<file path="config.mk">
export PLATFORM = sky130hd
export DESIGN_NAME = tmtw_controller
export DESIGN_NICKNAME = d
export VERILOG_FILES = /design/src/hdl/tmtw_pkg.sv /design/src/hdl/tmtw_controller.sv
export SDC_FILE = /design/constraint.sdc
export NUM_CORES = 1
export LEC_CHECK = 0
export BUFFER_PORTS_ARGS = -buffer_cell sky130_fd_sc_hd__buf_2
export CORE_AREA = 2 2 39 41
export DETAILED_ROUTE_END_ITERATION = 12
export DIE_AREA = 0 0 41 43
export HOLD_SLACK_MARGIN = 0.02
export SLEW_MARGIN = 0
export SYNTH_ARGS = -nofsm -noshare
export SYNTH_HDL_FRONTEND = slang
export SYNTH_SLANG_ARGS = --single-unit
</file>
<file path="constraint.sdc">
create_clock -name clk -period 1.3 [get_ports clk]
set_input_delay 0.065 -clock clk [delete_from_list [all_inputs] [get_ports clk]]
set_output_delay 0.065 -clock clk [all_outputs]
set_load 0.005 [all_outputs]
</file>
<file path="src/hdl/tmtw_pkg.sv">
// Shared types and constants of the text-mode terminal writer.
// Depends on nothing; used by the interfaces and every module.
package tmtw_pkg;

  localparam int REQ_TYPE_W   = 2;
  localparam int CHAR_W       = 8;
  localparam int CELL_INDEX_W = 11;
  localparam int CURSOR_COL_W = 7;
  localparam int CURSOR_ROW_W = 5;
  localparam int CELL_W       = 16;
  localparam int COLOR_W      = 8;

  localparam logic [REQ_TYPE_W-1:0] REQ_PUT   = 2'd0;
  localparam logic [REQ_TYPE_W-1:0] REQ_CLEAR = 2'd1;
  localparam logic [REQ_TYPE_W-1:0] REQ_READ  = 2'd2;

  localparam logic [CHAR_W-1:0] CH_NEWLINE   = 8'd10;
  localparam logic [CHAR_W-1:0] CH_RETURN    = 8'd13;
  localparam logic [CHAR_W-1:0] CH_BACKSPACE = 8'd8;
  localparam logic [CHAR_W-1:0] CH_SPACE     = 8'd32;

  localparam logic [COLOR_W-1:0] RESET_COLOR = 8'h07;

  // Commands from the controller to the datapath.
  typedef struct packed {
    logic accept;     // capture the request and start the port-side read
    logic exec;       // apply the captured request to cursor and store
    logic sweep_clr;  // restart the sweep counter
    logic sweep_inc;  // advance the sweep counter
    logic blank_wr;   // write a blank cell at the sweep address
    logic reset_color;// blank with the reset colour instead of the register
    logic copy_en;    // one step of the scroll copy
    logic load_out;   // load the result register
  } tmtw_cmd_t;

  // Status from the datapath to the controller.
  typedef struct packed {
    logic [REQ_TYPE_W-1:0] req_type;
    logic                  put_scroll;
    logic                  sweep_last;
    logic                  copy_done;
    logic                  out_free;
  } tmtw_status_t;

endpackage

</file>
<file path="src/hdl/tmtw_controller.sv">
// Controller state machine: sequences request execution, sweeps and result hand-off.
// Depends on tmtw_pkg; drives tmtw_datapath through command signals.
module tmtw_controller (
  input  logic                   clk,
  input  logic                   rst,
  input  logic                   in_valid,
  output logic                   in_ready,
  input  tmtw_pkg::tmtw_status_t status,
  output tmtw_pkg::tmtw_cmd_t    cmd
);
  import tmtw_pkg::*;

  localparam logic [2:0] ST_RESET_CLR = 3'd0;
  localparam logic [2:0] ST_IDLE      = 3'd1;
  localparam logic [2:0] ST_EXEC      = 3'd2;
  localparam logic [2:0] ST_COPY      = 3'd3;
  localparam logic [2:0] ST_BLANK     = 3'd4;
  localparam logic [2:0] ST_CLEAR     = 3'd5;
  localparam logic [2:0] ST_RESP      = 3'd6;

  logic [2:0] state, state_next;

  always_comb begin
    state_next = state;
    cmd        = '0;
    in_ready   = 1'b0;
    case (state)
      ST_RESET_CLR: begin
        cmd.blank_wr    = 1'b1;
        cmd.reset_color = 1'b1;
        cmd.sweep_inc   = 1'b1;
        if (status.sweep_last) begin
          state_next = ST_IDLE;
        end
      end
      ST_IDLE: begin
        in_ready = 1'b1;
        if (in_valid) begin
          cmd.accept = 1'b1;
          state_next = ST_EXEC;
        end
      end
      ST_EXEC: begin
        cmd.exec = 1'b1;
        if ((status.req_type == REQ_PUT) && status.put_scroll) begin
          cmd.sweep_clr = 1'b1;
          state_next    = ST_COPY;
        end else if (status.req_type == REQ_CLEAR) begin
          cmd.sweep_clr = 1'b1;
          state_next    = ST_CLEAR;
        end else if (status.out_free) begin
          cmd.load_out = 1'b1;
          state_next   = ST_IDLE;
        end else begin
          state_next = ST_RESP;
        end
      end
      ST_COPY: begin
        cmd.copy_en = 1'b1;
        if (status.copy_done) begin
          state_next = ST_BLANK;
        end else begin
          cmd.sweep_inc = 1'b1;
        end
      end
      ST_BLANK, ST_CLEAR: begin
        cmd.blank_wr  = 1'b1;
        cmd.sweep_inc = 1'b1;
        if (status.sweep_last) begin
          state_next = ST_RESP;
        end
      end
      ST_RESP: begin
        if (status.out_free) begin
          cmd.load_out = 1'b1;
          state_next   = ST_IDLE;
        end
      end
      default: begin
        state_next = ST_IDLE;
      end
    endcase
  end

  always_ff @(posedge clk) begin
    if (rst) begin
      state <= ST_RESET_CLR;
    end else begin
      state <= state_next;
    end
  end

endmodule

</file>
* Word-level counts from Yosys, hierarchy flattened *
Cells that the tools add are included.

storage, ports and cells
  register bits = 3

cells by class
  reduce and logical (&&, ||, !) cells = 6
  equality and inequality tests = 12
  muxes and demuxes = 24

operator list
  kind                                                              number
  3-bit two-way mux                                                 8
  3-bit case mux with 6 select lines                                1
  1-bit two-way mux                                                 12
  2-bit inequality test (second input constant)                     5
  3-bit == test (second input constant)                             3
  3-bit by 2-bit == test with 1-bit output (second input constant)  2
  5-bit AND reduction                                               1
  1-bit case mux with 2 select lines                                2
  3-bit by 1-bit == test with 1-bit output (second input constant)  1
  3-bit zero test                                                   1
  3-bit OR reduction                                                1
  2-bit by 1-bit == test with 1-bit output (second input constant)  1
  2-bit zero test                                                   1
  2-bit two-way mux                                                 1
  2-bit OR reduction                                                1
  1-bit logical AND                                                 1

* Longest topological paths before layout *
  word-level depth = 4
  depth in mapped cells = 5
  gate-level depth less buffers = 4

* Least setup slack after synthesis *
OpenSTA, ideal clock, no wires.

  path type = flip-flop to flip-flop
  from = register state[0]
  to = register state[0]
  setup slack = 0.023 ns
  clock period less this slack = 1.277 ns
  setup time = 0.086 ns
  data arrival time = 1.190 ns
  cell stages (with the launch flop) = 6
  cell sequence = dfxtp_1 > buf_6 > nor2b_1 > mux2i_1 > o21ai_2 > a221oi_2

on the way
  word-level cells in the longest chain between the ends = 4

RTL lines
  item                                    line                   RTL
  from (decl)                             tmtw_controller.sv:21  logic [2:0] state, state_next;
  from (signal assigned)                  tmtw_controller.sv:89  state <= state_next;
  3-bit == test                           tmtw_controller.sv:27  case (state)
  2-bit OR reduction                      tmtw_controller.sv:27
  2-bit inequality test (no source line)  --
  5-bit AND reduction (no source line)    --

Parallel ways exist; a longest one is shown, timed or not.
A chain may end at the register's enable or synchronous reset.

==> impl_metrics.env <==
export IMPL_min_path_type="in -> reg"
export IMPL_rsz0062_at_grt="yes"
export IMPL_hold_viol=0
export IMPL_netlist_top_cells_count="5 x inv_1, 5 x nor2_1, 4 x a21oi_1, 4 x nor3_1, 3 x dfxtp_1"
export IMPL_vias=430
export IMPL_syn_inst=45
export IMPL_first_pass_iters=4
export IMPL_dp_hpwl_um=708
export IMPL_pin_count=18
export IMPL_die_area_um2=1760
export IMPL_coreArea_um2=1380
export IMPL_fin_crit_sh=0.970
export IMPL_slowest_stage="dfxtp_2"
export IMPL_drcViolationCount=0
export IMPL_ys_warn_count=0
export IMPL_drive_above_1_share=0.592
export IMPL_grt_overflow_total=0
export IMPL_synth_top_cell_area_share=0.182
export IMPL_setup_viol=0
export IMPL_cts_buffer_depth=2
export IMPL_synth_async_sr_flop_share=0
export IMPL_regMostFlops="state"
export IMPL_cp_cell_sequence="nor2b_4 -> buf_6 -> and2_4 -> a21o_1 -> buf_2"
export IMPL_nets=86
export IMPL_whs_ns=0.179
export IMPL_cts_sinks=3
export IMPL_clkLatencyLatePin_ns=0.23
export IMPL_max_slew_margin=0.645
export IMPL_maxSlewViolCount=0
export IMPL_ir_worst_vdd_mv=0.388
export IMPL_wl_per_cell_um=10.3
export IMPL_gr_usage_all_layers=0.131
export IMPL_synth_area_leaders="dfxtp_1 18%, a31oi_4 6.4%, a21oi_1 6.1%, nor3_1 6.1%, inv_1 5.7%"
export IMPL_routed_wl_um=949
export IMPL_end_kind="output port"
export IMPL_dpl_cell_area_um2=467
export IMPL_routabilityCongestion=0.824
export IMPL_antenna_cells=0
export IMPL_synth_largest_area_cell="dfxtp_1"
export IMPL_port_buffers=17
export IMPL_tns_ns=0
export IMPL_die_h_um=43
export IMPL_fin_area_um2=589
export IMPL_cts_root_buf="clkbuf_4"
export IMPL_synth_area_um2=330
export IMPL_leakage_nw=0.300
export IMPL_dr_first_iter_drc_count=4
export IMPL_clock_skew_final_ns=0.00143
export IMPL_synth_seq_cells=3
export IMPL_start_util=0.239
export IMPL_avgSynthCellArea_um2=7.34
export IMPL_largest_register_ffs=3
export IMPL_synth_cell_type_count=23
export IMPL_worstMarginPinSlew_ns=0.527
export IMPL_maxCapViolations=0
export IMPL_status="finished clean"
export IMPL_crit_path_start_kind="flop"
export IMPL_yosysSeqAreaShare=0.182
export IMPL_grt_max_degree=11
export IMPL_syn_nets=54
export IMPL_cts_tree="yes"
export IMPL_worstPathArrival_ns=1.20
export IMPL_ant_nets=0
export IMPL_path_clk_slew_ns=0.04
export IMPL_grt_pass1_vias=397
export IMPL_top_regs="state (3)"
export IMPL_synth_edff_count=0
export IMPL_cts_buffers=3
export IMPL_grt_pass1_wl_mm=1.54
export IMPL_via_per_inst=4.67
export IMPL_cts_htree_levels=1
export IMPL_antenna_found_initial=0
export IMPL_slowest_delay_ns=0.32
export IMPL_syn_to_final_growth_pct=78.4
export IMPL_powerDensity_nw_per_um2=1180
export IMPL_row_count=14
export IMPL_crit_fanout=5
export IMPL_worstPathRequired_ns=1.24
export IMPL_fmax_mhz=793
export IMPL_synth_top_flop_cell="dfxtp_1"
export IMPL_die_w_um=41
export IMPL_period_needed_ns=1.26
export IMPL_critPathKind="reg -> out"
export IMPL_p_total_mw=0.696
[report_power, final]
part	total (mW)	leakage, nW	switching [mW]	internal [mW]
logic	0.395	0.259	0.170	0.225
clock network	0.164	0.0150	0.0490	0.115
registers	0.137	0.0261	0.0271	0.110
[timing repair]
item / in CTS / in global routing
hold endpoints to repair: 1 / 0
setup endpoints to repair: 4 / 4
pin swaps: 0 / 5
hold buffers: 1 / 0
buffers inserted: 1 / 4
gates resized for setup: 7 / 7
[logic make-up after synthesis]
group           Yosys count  share of synthesized area
compound gates           14                      0.375
buf+inv                   8                      0.121
flops                     3                      0.182
mux                       1                     0.0303
simple gates             19                      0.292
[worst max-delay path, delay by kind of cell, from the launching register on]
kind            cells  cell delay, ns
flops               1            0.32
simple gates        2            0.26
buf+inv             2            0.23
compound gates      1            0.15
[layer usage]
metal / up-vias / global-route usage / wire (um)
met5: - / 0 / 0
li1: 225 / - / -
met4: 0 / 0.0800 / 15
met3: 2 / 0.0314 / 52
met2: 15 / 0.200 / 440
met1: 188 / 0.154 / 440
[cells in the final DEF, fill, tap and decap left out]
| cell | netlist | routed |
|---|---|---|
| buf_2 | 2 | 17 |
| buf_4 | 0 | 9 |
| inv_1 | 5 | 5 |
| nor3_1 | 4 | 4 |
| nor2_1 | 5 | 4 |
| a21oi_1 | 4 | 4 |
| clkbuf_4 | 0 | 3 |
| buf_6 | 1 | 3 |
| o21ai_0 | 2 | 2 |
| nand2_1 | 2 | 2 |
| dfxtp_2 | 0 | 2 |
| nor2b_4 | 0 | 1 |
| and2_4 | 0 | 1 |
| and2_1 | 2 | 1 |
| nor4_2 | 0 | 1 |
| a21o_1 | 1 | 1 |
| and3_1 | 1 | 1 |
| nor2_4 | 0 | 1 |
| nand2b_1 | 2 | 1 |
| nand2b_4 | 0 | 1 |
| o211a_4 | 1 | 1 |
| a31oi_4 | 1 | 1 |
| a31oi_1 | 1 | 1 |
| a221oi_1 | 1 | 1 |
| mux2i_1 | 1 | 1 |
| o21ai_2 | 1 | 1 |
| a31o_2 | 1 | 1 |
| a221oi_2 | 1 | 1 |
| nor4_1 | 2 | 1 |
| clkbuf_1 | 0 | 1 |
| dlygate4sd3_1 | 0 | 1 |
| dfxtp_4 | 0 | 1 |
[per-stage QoR]
stage / worst slack [ns] / std cells / util
2_1_floorplan: 0.0232 / 45 / -
3_3_place_gp: 0.104 / 82 / 0.337
3_5_place_dp: 0.0733 / 82 / 0.337
4_1_cts: -0.000422 / 88 / 0.382
5_1_grt: -0.0108 / 92 / 0.426
6_report: 0.0389 / 92 / 0.426
[layout make-up]
| type | count | area (um^2) |
|---|---|---|
| multi-input cells | 34 | 262 |
| repair buffers | 30 | 196 |
| fillers | 143 | 795 |
| well taps | 16 | 20.0 |
| flip-flops and latches | 3 | 66.3 |
| inverters | 5 | 18.8 |
| clock buffers | 4 | 26.3 |
[final timing paths]
path / from / endpoint / slack [ns] / cells past startpoint
worst min register to register: state[1] / state[2] / 0.63 / 2
worst max register to register: state[0] / state[0] / 0.05 / 5
worst max-delay path: state[0] / cmd[4] / 0.04 / 5
worst min-delay path: status[3] / state[2] / 0.18 / 4
(Power assumes the default switching activity.)
